File: src/hdl/kmes_pkg.sv
package kmes_pkg;

    localparam int ROWS     = 8;
    localparam int COLS     = 5;
    localparam int NKEYS    = ROWS * COLS;
    localparam int IN_BITS  = 40;
    localparam int ROM_ROWS = 8;
    localparam int ROM_COLS = 5;
    localparam int CODE_W   = 8;
    localparam int KIND_W   = 2;
    localparam int CFG_IDX_W = 2;

    localparam logic [KIND_W-1:0] KIND_NONE    = 2'd0;
    localparam logic [KIND_W-1:0] KIND_PRESS   = 2'd1;
    localparam logic [KIND_W-1:0] KIND_RELEASE = 2'd2;

    localparam logic [CFG_IDX_W-1:0] CFG_SHIFT  = 2'd0;
    localparam logic [CFG_IDX_W-1:0] CFG_ENTER  = 2'd1;
    localparam logic [CFG_IDX_W-1:0] CFG_ESCAPE = 2'd2;

    localparam logic [CODE_W-1:0] SHIFT_RESET  = 8'd18;
    localparam logic [CODE_W-1:0] ENTER_RESET  = 8'd13;
    localparam logic [CODE_W-1:0] ESCAPE_RESET = 8'd27;

    localparam logic [CODE_W-1:0] CODE_ONE   = 8'h31;
    localparam logic [CODE_W-1:0] CODE_SPACE = 8'h20;

    // slot entries resolve to the programmable enter and shift codes
    localparam logic [8:0] SLOT_ENTER = 9'h100;
    localparam logic [8:0] SLOT_SHIFT = 9'h101;

    localparam logic [8:0] KEYMAP [ROM_ROWS][ROM_COLS] = '{
        '{9'h042, 9'h04E, 9'h04D, 9'h02E, 9'h020},
        '{9'h048, 9'h04A, 9'h04B, 9'h04C, SLOT_ENTER},
        '{9'h056, 9'h043, 9'h058, 9'h05A, SLOT_SHIFT},
        '{9'h059, 9'h055, 9'h049, 9'h04F, 9'h050},
        '{9'h047, 9'h046, 9'h044, 9'h053, 9'h041},
        '{9'h036, 9'h037, 9'h038, 9'h039, 9'h030},
        '{9'h054, 9'h052, 9'h045, 9'h057, 9'h051},
        '{9'h035, 9'h034, 9'h033, 9'h032, 9'h031}
    };

    typedef struct packed {
        logic              hit;
        logic              press;
        logic [CODE_W-1:0] code;
        logic              chord_any;
        logic              chord_multi;
    } lane_res_t;

    typedef struct packed {
        logic [KIND_W-1:0] event_kind;
        logic [CODE_W-1:0] key_code;
    } merge_out_t;

    function automatic logic [CODE_W-1:0] rom_code(
        input int                r,
        input int                c,
        input logic [CODE_W-1:0] shift_code,
        input logic [CODE_W-1:0] enter_code
    );
        logic [8:0]        v;
        logic [CODE_W-1:0] res;
        res = '0;
        if (r < ROM_ROWS && c < ROM_COLS) begin
            v = KEYMAP[r][c];
            if (v == SLOT_ENTER) begin
                res = enter_code;
            end else if (v == SLOT_SHIFT) begin
                res = shift_code;
            end else begin
                res = v[CODE_W-1:0];
            end
        end
        return res;
    endfunction

endpackage

File: src/hdl/key_matrix_edge_scanner.sv
// Key matrix edge scanner, 8 rows by 5 columns.
// Input channel (s_valid/s_ready/s_key_down): one transfer is one full
// scan of the matrix, bit row*5+col set for a key that is down.
// Result channel (m_valid/m_ready/m_event_kind/m_key_code): one transfer
// per scan with the kind of edge (none, press, release) of the
// highest-indexed changed key and its code, the escape code when two or
// more of shift, '1' and space are down, or the previous code when no key changed.
// Result valid is registered and rises in the cycle after the input transfer.
// One scan is taken every cycle while s_ready is high: all rows are compared
// against the held bits in parallel and merged in the same cycle into the output register.
// A stalled receiver holds the result register; a new scan is still taken
// in the cycle the pending result transfers. s_ready drops only while a
// result waits and m_ready is low.
// Reset (aresetn low, synchronous) clears the held bits and the repeated
// code and restores shift 18, enter 13, escape 27. The cfg port writes a
// code register; write it only while the block is idle.
module key_matrix_edge_scanner
    import kmes_pkg::*;
(
    input  logic                 aclk,
    input  logic                 aresetn,

    input  logic                 cfg_we,
    input  logic [CFG_IDX_W-1:0] cfg_index,
    input  logic [CODE_W-1:0]    cfg_wdata,

    input  logic                 s_valid,
    output logic                 s_ready,
    input  logic [IN_BITS-1:0]   s_key_down,

    output logic                 m_valid,
    input  logic                 m_ready,
    output logic [KIND_W-1:0]    m_event_kind,
    output logic [CODE_W-1:0]    m_key_code
);

    logic [CODE_W-1:0] shift_code_reg;
    logic [CODE_W-1:0] enter_code_reg;
    logic [CODE_W-1:0] escape_code_reg;
    logic [NKEYS-1:0]  held_reg;
    logic [CODE_W-1:0] last_code_reg;
    logic              m_valid_reg;
    logic [KIND_W-1:0] m_kind_reg;
    logic [CODE_W-1:0] m_code_reg;

    logic [NKEYS-1:0]                          down_vec;
    logic [ROWS-1:0][COLS-1:0][CODE_W-1:0]     codes;
    lane_res_t [ROWS-1:0]                      lane_res;
    merge_out_t                                merged;
    logic                                      s_fire;

    for (genvar k = 0; k < NKEYS; k++) begin : g_down
        if (k < IN_BITS) begin : g_sensed
            assign down_vec[k] = s_key_down[k];
        end else begin : g_unsensed
            assign down_vec[k] = 1'b0;
        end
    end

    for (genvar r = 0; r < ROWS; r++) begin : g_row
        for (genvar c = 0; c < COLS; c++) begin : g_col
            assign codes[r][c] = rom_code(r, c, shift_code_reg, enter_code_reg);
        end

        kmes_lane u_lane (
            .row_down   (down_vec[r*COLS +: COLS]),
            .row_held   (held_reg[r*COLS +: COLS]),
            .row_codes  (codes[r]),
            .shift_code (shift_code_reg),
            .res        (lane_res[r])
        );
    end

    kmes_merge u_merge (
        .lanes       (lane_res),
        .last_code   (last_code_reg),
        .escape_code (escape_code_reg),
        .res         (merged)
    );

    assign s_ready = !m_valid_reg || m_ready;
    assign s_fire  = s_valid && s_ready;

    always_ff @(posedge aclk) begin
        if (!aresetn) begin
            shift_code_reg  <= SHIFT_RESET;
            enter_code_reg  <= ENTER_RESET;
            escape_code_reg <= ESCAPE_RESET;
            held_reg        <= '0;
            last_code_reg   <= '0;
            m_valid_reg     <= 1'b0;
        end else begin
            if (cfg_we) begin
                case (cfg_index)
                    CFG_SHIFT:  shift_code_reg  <= cfg_wdata;
                    CFG_ENTER:  enter_code_reg  <= cfg_wdata;
                    CFG_ESCAPE: escape_code_reg <= cfg_wdata;
                    default: ;
                endcase
            end
            if (s_fire) begin
                held_reg      <= down_vec;
                last_code_reg <= merged.key_code;
                m_valid_reg   <= 1'b1;
            end else if (m_ready) begin
                m_valid_reg   <= 1'b0;
            end
        end
    end

    always_ff @(posedge aclk) begin
        if (s_fire) begin
            m_kind_reg <= merged.event_kind;
            m_code_reg <= merged.key_code;
        end
    end

    assign m_valid      = m_valid_reg;
    assign m_event_kind = m_kind_reg;
    assign m_key_code   = m_code_reg;

endmodule

File: src/hdl/kmes_lane.sv
module kmes_lane
    import kmes_pkg::*;
(
    input  logic [COLS-1:0]             row_down,
    input  logic [COLS-1:0]             row_held,
    input  logic [COLS-1:0][CODE_W-1:0] row_codes,
    input  logic [CODE_W-1:0]           shift_code,
    output lane_res_t                   res
);

    logic [COLS-1:0] changed;
    logic [COLS-1:0] chord_bits;

    always_comb begin
        changed = row_down ^ row_held;
        for (int c = 0; c < COLS; c++) begin
            chord_bits[c] = row_down[c] &&
                            (row_codes[c] == shift_code ||
                             row_codes[c] == CODE_ONE ||
                             row_codes[c] == CODE_SPACE);
        end
    end

    always_comb begin
        res.hit   = 1'b0;
        res.press = 1'b0;
        res.code  = '0;
        // highest changed column wins
        for (int c = 0; c < COLS; c++) begin
            if (changed[c]) begin
                res.hit   = 1'b1;
                res.press = row_down[c];
                res.code  = row_codes[c];
            end
        end
        res.chord_any   = |chord_bits;
        res.chord_multi = (chord_bits & (chord_bits - 1'b1)) != '0;
    end

endmodule

File: src/hdl/kmes_merge.sv
module kmes_merge
    import kmes_pkg::*;
(
    input  lane_res_t [ROWS-1:0] lanes,
    input  logic [CODE_W-1:0]    last_code,
    input  logic [CODE_W-1:0]    escape_code,
    output merge_out_t           res
);

    logic [ROWS-1:0] row_any;
    logic            row_multi;
    logic            chord;
    logic            hit;
    logic            press;
    logic [CODE_W-1:0] hit_code;

    always_comb begin
        row_multi = 1'b0;
        hit       = 1'b0;
        press     = 1'b0;
        hit_code  = '0;
        for (int r = 0; r < ROWS; r++) begin
            row_any[r] = lanes[r].chord_any;
            row_multi  = row_multi | lanes[r].chord_multi;
            if (lanes[r].hit) begin
                hit      = 1'b1;
                press    = lanes[r].press;
                hit_code = lanes[r].code;
            end
        end
        chord = row_multi || ((row_any & (row_any - 1'b1)) != '0);

        if (!hit) begin
            res.event_kind = KIND_NONE;
        end else if (press) begin
            res.event_kind = KIND_PRESS;
        end else begin
            res.event_kind = KIND_RELEASE;
        end

        if (chord) begin
            res.key_code = escape_code;
        end else if (hit) begin
            res.key_code = hit_code;
        end else begin
            res.key_code = last_code;
        end
    end

endmodule

File: config.mk
export PLATFORM = sky130hd
export DESIGN_NAME = key_matrix_edge_scanner
export DESIGN_NICKNAME = d
export VERILOG_FILES = /design/src/hdl/kmes_pkg.sv /design/src/hdl/key_matrix_edge_scanner.sv /design/src/hdl/kmes_lane.sv /design/src/hdl/kmes_merge.sv
export SDC_FILE = /design/constraint.sdc
export NUM_CORES = 1
export LEC_CHECK = 0
export BUFFER_PORTS_ARGS = -buffer_cell sky130_fd_sc_hd__buf_2
export CAP_MARGIN = 20
export CORE_UTILIZATION = 55
export CTS_CLUSTER_SIZE = 28
export DETAILED_ROUTE_END_ITERATION = 7
export PLACE_DENSITY = 0.83
export SYNTH_ARGS = -nofsm -noshare
export SYNTH_HDL_FRONTEND = slang
export SYNTH_HIERARCHICAL = 1
export SYNTH_SLANG_ARGS = --single-unit
File: constraint.sdc
create_clock -name aclk -period 7.9 [get_ports aclk]
set_input_delay 1.58 -clock aclk [delete_from_list [all_inputs] [get_ports aclk]]
set_output_delay 1.58 -clock aclk [all_outputs]
set_load 0.05 [all_outputs]
== Yosys cells after proc, flatten, opt, wreduce, memory -nomap -nowiden ==
Cells that the tools add are included.

* Flip-flop bits (word level): 83
* Latch bits: 0
* Memory bits (writable): 0
* ROM bits: 0
* Input bits: 55
* Output and inout bits: 12
* Word-level logic and storage cells: 216
* Memories kept: 0

* $add $sub $neg: 9
* Multiply operators: 0
* Divide/modulo/power cells: 0
* $lt $le $gt $ge: 0
* Eq/ne operators: 41
* Shift-type cells: 0
* Muxes and demuxes: 69
* Bitwise operators: 24
* Reductions and logical operators: 65

{| class="wikitable"
|+ Operator list
! operator !! count
|-
| 10-bit 2-to-1 mux || 40
|-
| 7-bit by 8-bit == test with 1-bit output, first input constant || 26
|-
| 6-bit by 8-bit == test with 1-bit output, first input constant || 10
|-
| 8-bit 2-to-1 mux || 10
|-
| 5-bit bitwise AND || 8
|-
| 5-bit nonzero test || 8
|-
| 5-bit OR reduction || 8
|-
| 5-bit by 1-bit subtractor with 5-bit output, second input constant || 8
|-
| 5-bit bitwise XOR || 8
|-
| 1-bit logical AND || 38
|-
| 1-bit 2-to-1 mux || 18
|-
| 8-bit by 6-bit == test with 1-bit output, second input constant || 2
|-
| 8-bit bitwise AND || 1
|-
| 8-bit == test || 1
|-
| 8-bit nonzero test || 1
|-
| 8-bit by 1-bit subtractor with 8-bit output, second input constant || 1
|-
| 1-bit bitwise OR || 7
|-
| 2-bit AND reduction || 3
|-
| 1-bit logical OR || 4
|-
| 2-bit by 1-bit == test with 1-bit output, second input constant || 1
|-
| 2-bit == test, second input constant || 1
|-
| 2-bit logical NOT || 1
|-
| 2-bit 2-to-1 mux || 1
|-
| 2-bit nonzero test || 1
|-
| 1-bit logical NOT || 1
|}

== Depth between registers and ports, before layout ==
Gate-level depths: netlist of the first run.

* Depth in word-level cells: 16
* Depth in mapped cells: 15
* Mapped depth without buffers: 14

== Hierarchy ==
The synthesis of the first run kept the hierarchy.

{| class="wikitable"
|+ Modules (own cells, without submodules)
! module !! times used !! cells an instance !! area each (µm²) !! sequential area each (µm²)
|-
| kmes_lane (g_row[1].u_lane ...) || 7 || 168 || 1116.1 || 0.0
|-
| key_matrix_edge_scanner || 1 || 316 || 3093.0 || 1761.7
|-
| kmes_lane (g_row[0].u_lane) || 1 || 167 || 1106.1 || 0.0
|-
| kmes_merge || 1 || 130 || 932.1 || 0.0
|}

== Least setup slack after synthesis of the first run ==
Ideal clock, no wire load.

* Kind: in2reg
* Start: in s_key_down[22]
* End: reg m_code_reg[5] (netlist: m_key_code[5]) (data pin)
* Setup time: 0.262 ns
* Data arrival time: 4.074 ns
* Data required time: 7.638 ns
* Slack: 3.564 ns
* Cell stages on the path: 12
* Buffers on the path: 3
* Path through: xnor2_1 > buf_2 > inv_1 > nor4_1 > nand2_1 > buf_6 > or4_4 > nor4_4 > buf_6 > a21oi_2 > a22o_1 > mux2_4

{| class="wikitable"
|+ RTL lines
! element !! line !! RTL
|-
| from (decl) || key_matrix_edge_scanner.sv:29 || <nowiki>input logic [IN_BITS-1:0] s_key_down,</nowiki>
|-
| to (signal assigned) || key_matrix_edge_scanner.sv:114 || <nowiki>m_code_reg <= merged.key_code;</nowiki>
|-
| to (decl) || key_matrix_edge_scanner.sv:44 || <nowiki>logic [CODE_W-1:0] m_code_reg;</nowiki>
|}

==> results of run 1 <==
## through the flow
stage / instance area, um^2 / cells / power [mW] / hold slack (ns)
2_1_floorplan: 16400 / 2699 / 1.10 / 0.435
3_3_place_gp: 16700 / 2966 / 1.22 / 0.442
6_report: 17000 / 2984 / 1.70 / 0.459
4_1_cts: 17000 / 2982 / 1.68 / 0.460
5_1_grt: 17000 / 2984 / 1.82 / 0.476
3_5_place_dp: 16700 / 2966 / 1.24 / 0.449
## worst max-delay path, stage by stage (launching register included)
cell,delay [ns]
dfxtp_2,0.96
buf_4,0.51
xnor2_1,0.13
nand4_1,0.10
o21ai_0,0.17
a22oi_1,0.33
o211a_1,0.19
a31oi_1,0.07
nor4_1,0.39
o2111ai_1,0.18
nor3_2,0.76
mux2_2,0.44
nand2_1,0.06
mux2i_1,0.08
## where the power goes
| part | leakage [nW] | switching (mW) | internal [mW] |
|---|---|---|---|
| clock network | 0.149 | 0.218 | 0.226 |
| logic | 6.32 | 0.467 | 0.306 |
| registers | 0.698 | 0.0272 | 0.459 |
## worst max-delay path by stage
stage | slack, ns | to | startpoint
after global routing | 3.05 | last_code_reg[2]$_SDFFE_PN0P_ | shift_code_reg[6]$_SDFFE_PN0P_
after floorplan | 3.56 | m_key_code[5]$_DFFE_PP_ | s_key_down[22]
after detailed placement | 3.12 | last_code_reg[3]$_SDFFE_PN0P_ | s_key_down[27]
final | 3.34 | last_code_reg[1]$_SDFFE_PN0P_ | shift_code_reg[6]$_SDFFE_PN0P_
after global placement | 3.17 | last_code_reg[1]$_SDFFE_PN0P_ | s_key_down[27]
after CTS | 3.48 | last_code_reg[2]$_SDFFE_PN0P_ | shift_code_reg[6]$_SDFFE_PN0P_
## layer usage
metal / part of all wire, % / up-vias
li1: - / 7174
met5: 0 / -
met4: 4.0 / 0
met1: 42 / 6097
met3: 4.6 / 92
met2: 49 / 318
## area by class of cell
| type | instances | area (um^2) |
|---|---|---|
| fill | 1906 | 5880 |
| clock inverter | 7 | 76.3 |
| timing repair buffer | 96 | 558 |
| clock buffer | 9 | 225 |
| inverter | 49 | 184 |
| sequential | 83 | 1770 |
| multi-input combinational | 2427 | 13800 |
| tap | 313 | 392 |
## Yosys cell counts, drive strengths merged, types with 2 or more instances
| cell type | n |
|---|---|
| a211oi | 69 |
| nand3 | 29 |
| or4b | 26 |
| nand3b | 2 |
| maj3 | 26 |
| dfxtp | 73 |
| a22o | 6 |
| nor4 | 38 |
| buf | 61 |
| xnor2 | 342 |
| xor2 | 50 |
| nor2b | 12 |
| a22oi | 14 |
| mux2i | 57 |
| nor3 | 2 |
| a221oi | 5 |
| conb | 2 |
| edfxtp | 10 |
| o41ai | 2 |
| inv | 49 |
| nor2 | 118 |
| a21o | 7 |
| a31oi | 11 |
| a211o | 5 |
| a221o | 8 |
| nor3b | 66 |
| clkbuf | 79 |
| o211a | 7 |
| a31o | 4 |
| nand4 | 94 |
| nor4b | 14 |
| nand2 | 199 |
| o31ai | 6 |
| or2 | 2 |
| ha | 8 |
| mux2 | 8 |
| a21oi | 138 |
| o21ai | 130 |
## kinds of logic (layout without fill, tap and decap cells)
logic type	count (synthesis)	after routing	synth area share, %
simple gates	609	609	25.5
xor+xnor	392	392	26.9
mux	65	65	5.13
compound gates	415	415	19.4
buf+inv	189	161	6.45
other cells	2	912	0.0580
fa+ha+maj	34	34	3.00
flops	83	83	13.6
==> metrics.md, run 1 <==
| Metric | Value |
|---|---|
| Status | `completed` |
| Max Slew Vio Count | `0` |
| Post-CTS setup buffers | `0` |
| Antenna Violating Nets Remaining | `0` |
| DR iter-0 viols | `841` |
| Hold Startpoint | `last_code_reg[0]$_SDFFE_PN0P_` |
| Worst-path clk slew | `0.08 ns` |
| EDFF count, synth | `10` |
| Clock Latency Late Sink | `0.37 ns` |
| Final setup viols | `0` |
| Ant. Diodes | `0` |
| Routed WL per cell | `11.7 um` |
| Tightest Pin Transition | `1.08 ns` |
| Async SR Flop Fraction | `0%` |
| TritonCTS Buffers | `9` |
| Most common cell after layout, fill and taps aside | `conb_1` |
| Final Worst Setup Slack | `3.34 ns` |
| Setup TNS | `0 ns` |
| Die X-Extent | `155 um` |
| Met3 Use GR | `2.84%` |
| CP required | `8.11 ns` |
| Antenna violations before repair | `0` |
| Dpl ws | `3.12 ns` |
| Finished Core Util | `74.3%` |
| IO Port Bufs | `66` |
| Post-synth cell types | `60` |
| Post-synth top area cell | `xnor2_1` |
| Peak supply drop | `0.0996 mV` |
| Hold-fix buffer count after cts | `0` |
| Remaining DRCs | `0` |
| GRT Max-Usage Layer | `met2` |
| Layout cells sized above 1 | `6.78%` |
| Setup CP Type | `reg -> reg` |
| RR Endpoint | `last_code_reg[1]$_SDFFE_PN0P_` |
| H-tree Lvls | `3` |
| Clock tree buffer depth | `2` |
| Die Ht | `155 um` |
| TritonCTS clock tree | `built` |
| Clk sinks | `83` |
| Max Cap Viol | `0` |
| FF-to-FF Start | `shift_code_reg[6]$_SDFFE_PN0P_` |
| Io pins | `67` |
| Routed via count | `13681` |
| DP Wirelength | `25.7 mm` |
| Root Buffer | `clkbuf_16` |
| Mapped Cells | `1789` |
| Sequential fraction of the synthesis area | `13.6%` |
| Gr usage total | `29.6%` |
| Worst slew margin | `27.8%` |
| Total Wirelength | `34.8 mm` |
| Global routing usage on met1 | `34.7%` |
| Synth Register Bits | `83` |
| CP arrival | `4.77 ns` |
| Top_reg_cell synth | `dfxtp_1` |
| Final min period | `4.56 ns` |
| CP Launch Type | `register` |
| Top cells by area, synth | `xnor2_1 (23%), dfxtp_1 (11%), nand2_1 (5.8%)` |
| Leakage power | `7.17 nW` |
| Largest net degree at the start of global routing | `105` |
| Vias in the first global route | `12733` |
| Syn. warnings | `6` |
| Cell area after synthesis | `12900 um^2` |
| Period utilization | `57.7%` |
| Crit. End Element | `register` |
| Gpl congestion | `0.933` |
| Final Hold Fails | `0` |
| Clk_skew | `0.0109 ns` |
| Hold path depth | `2` |
| Remaining global-route overflow | `0` |
| Register-to-Register Path Depth | `13` |
| Worst-path fanout max | `28` |
| Most frequent cells in the layout | `conb_1 (912), xnor2_1 (342), nand2_1 (199)` |
| TritonRoute pass-1 iters | `7` |
| Die footprint | `24200 um^2` |
| Area delta synth->final | `31.1%` |
| Starting Density | `56.7%` |
| Hold crit path type | `reg -> reg` |
| Top-area cell type share of the netlist area | `23.1%` |
| Hold Crit Endpoint | `last_code_reg[0]$_SDFFE_PN0P_` |
| Fmax | `219 MHz` |
| Unrepaired setup endpoints after global routing | `no` |
| Flop2flop setup slack | `3.34 ns` |
| Avg Inst Size Synth | `7.24 um^2` |
| Pwr dens | `100 nW/um^2` |
| CTS resizes | `0` |
| Row cnt | `55` |
| GR Util met2 | `53.8%` |
| Core area | `22800 um^2` |
| Final #Nets | `2729` |
| Max reg flops | `40` |
| First-pass GRT wire length | `57.9 mm` |
| Routed vias/inst | `4.58` |
Note: power is estimated with default switching activity, not from simulation.
==> inputs of run 2 (changes only) <==
==> constraint.sdc (replaced) <==
create_clock -name aclk -period 4.6 [get_ports aclk]
set_input_delay 0.92 -clock aclk [delete_from_list [all_inputs] [get_ports aclk]]
set_output_delay 0.92 -clock aclk [all_outputs]
set_load 0.05 [all_outputs]
==> metrics.md, run 2 (synthesized netlist as in run 1, its figures left out) <==
| Metric | Value |
|---|---|
| Hold-fix buffer count after cts | `0` |
| Area of the multi-input gates | `13800 um^2` |
| Clock Latency Late Sink | `0.36 ns` |
| TritonCTS Buffers | `9` |
| Die X-Extent | `155 um` |
| Peak supply drop | `0.157 mV` |
| Placed cell area | `16900 um^2` |
| Final #Nets | `2750` |
| Unrepaired setup endpoints after global routing | `no` |
| Leakage power | `7.28 nW` |
| Max reg flops | `40` |
| Antenna Violating Nets Remaining | `0` |
| CP required | `4.79 ns` |
| Final Worst Setup Slack | `0.661 ns` |
| Routed via count | `13909` |
| Starting Density | `56.7%` |
| Fmax | `254 MHz` |
| Met3 routed WL | `1.50 mm` |
| DP Wirelength | `27.8 mm` |
| Row cnt | `55` |
| Remaining global-route overflow | `0` |
| Hold crit path type | `reg -> reg` |
| Root Buffer | `clkbuf_16` |
| Fin area | `17200 um^2` |
| Clk sinks | `83` |
| Worst slew margin | `28.4%` |
| DR iter-0 viols | `924` |
| First-pass GRT wire length | `59.2 mm` |
| Dpl ws | `0.677 ns` |
| Core area | `22800 um^2` |
| Pwr dens | `174 nW/um^2` |
| H-tree Lvls | `3` |
| Largest net degree at the start of global routing | `94` |
| Gr usage total | `30.4%` |
| Clock tree buffer depth | `2` |
| Final Hold Fails | `0` |
| Routed WL per cell | `12.0 um` |
| Fill count | `1874` |
| Io pins | `67` |
| Total Power | `2.98 mW` |
| Ant. Diodes | `0` |
| Reg area | `1770 um^2` |
| Gpl congestion | `0.917` |
| Total Wirelength | `36.1 mm` |
| Worst-path fanout max | `29` |
| CP arrival | `4.13 ns` |
| Max Slew Vio Count | `0` |
| Placed instance count | `2989` |
| Most common cell after layout, fill and taps aside | `conb_1` |
| Status | `completed` |
| Antenna violations before repair | `0` |
| Layout cells sized above 1 | `7.50%` |
| Most frequent cells in the layout | `conb_1 (912), xnor2_1 (342), nand2_1 (199)` |
| Die Ht | `155 um` |
| Layout Cells excl Fill | `3005` |
| Die footprint | `24200 um^2` |
| Clk_skew | `0.0102 ns` |
| Tightest Pin Transition | `1.07 ns` |
| Setup TNS | `0 ns` |
| Wl on met1 | `15.4 mm` |
| Routed vias/inst | `4.63` |
| Top layer in use | `met4` |
| Setup CP Type | `reg -> reg` |
| Post-CTS setup buffers | `0` |
| CP Launch Type | `register` |
| Area delta synth->final | `32.7%` |
| Remaining DRCs | `0` |
| Met2 WL | `18.0 mm` |
| Vias in the first global route | `12841` |
| Worst-path clk slew | `0.07 ns` |
| Final min period | `3.94 ns` |
| Crit. End Element | `register` |
| IO Port Bufs | `66` |
| Period utilization | `85.6%` |
| Max Cap Viol | `0` |
| Final setup viols | `0` |
| CTS resizes | `0` |
| Flop2flop setup slack | `0.66 ns` |
| TritonRoute pass-1 iters | `5` |
| TritonCTS clock tree | `built` |
## run 2: cell types whose count changed in the layout (fill, tap and decap cells not counted)
cell,previous run,this run
inv_8,3,1
clkinvlp_4,0,1
clkbuf_16,9,11
buf_12,0,2
buf_4,31,50
clkinv_8,1,0
## run 2: worst paths after layout
check	startpoint	end	cells past startpoint
setup reg to reg	shift_code_reg[3]$_SDFFE_PN0P_	last_code_reg[3]$_SDFFE_PN0P_	14
hold reg to reg	held_reg[30]$_SDFFE_PN0P_	held_reg[30]$_SDFFE_PN0P_	2
hold / removal	held_reg[30]$_SDFFE_PN0P_	held_reg[30]$_SDFFE_PN0P_	2
setup / recovery	shift_code_reg[3]$_SDFFE_PN0P_	last_code_reg[3]$_SDFFE_PN0P_	14
## run 2: stage by stage
step	hold WS [ns]	utilization (%)
floorplan	0.435	-
global placement	0.443	73.7
detailed placement	0.449	73.8
CTS	0.462	75.2
global route	0.477	75.2
finish	0.461	75.2
## run 2: layer usage
layer | vias up | track usage (%)
li1 | 7223 | -
met1 | 6302 | 35.5
met5 | - | 0
met2 | 304 | 56.7
met3 | 80 | 2.48
met4 | 0 | 12.9
## run 2: cell type report
| type | instances | share of cell area, % |
|---|---|---|
| well taps | 313 | 2.28 |
| clock inverters | 5 | 0.262 |
| flip-flops and latches | 83 | 10.3 |
| repair buffers | 117 | 4.31 |
| multi-input cells | 2427 | 80.2 |
| clock buffers | 11 | 1.60 |
| inverters | 49 | 1.07 |
## run 2: critical path, stage by stage, from the launching register on
cell	delay, ns
dfxtp_2	0.97
buf_4	0.44
xnor2_1	0.11
nand4_1	0.07
o21ai_0	0.14
a22oi_1	0.31
nand4_1	0.26
maj3_1	0.41
nor2_1	0.09
nor2_1	0.06
nor3_2	0.16
buf_4	0.22
mux2_2	0.36
nand2_1	0.07
mux2i_1	0.08
## run 2: where the power goes
group	internal, mW	total (mW)	leakage [nW]	switching, mW
clock	0.441	0.790	0.155	0.349
combinational	0.540	1.34	6.43	0.804
sequential	0.789	0.849	0.698	0.0608
total	1.77	2.98	7.28	1.21
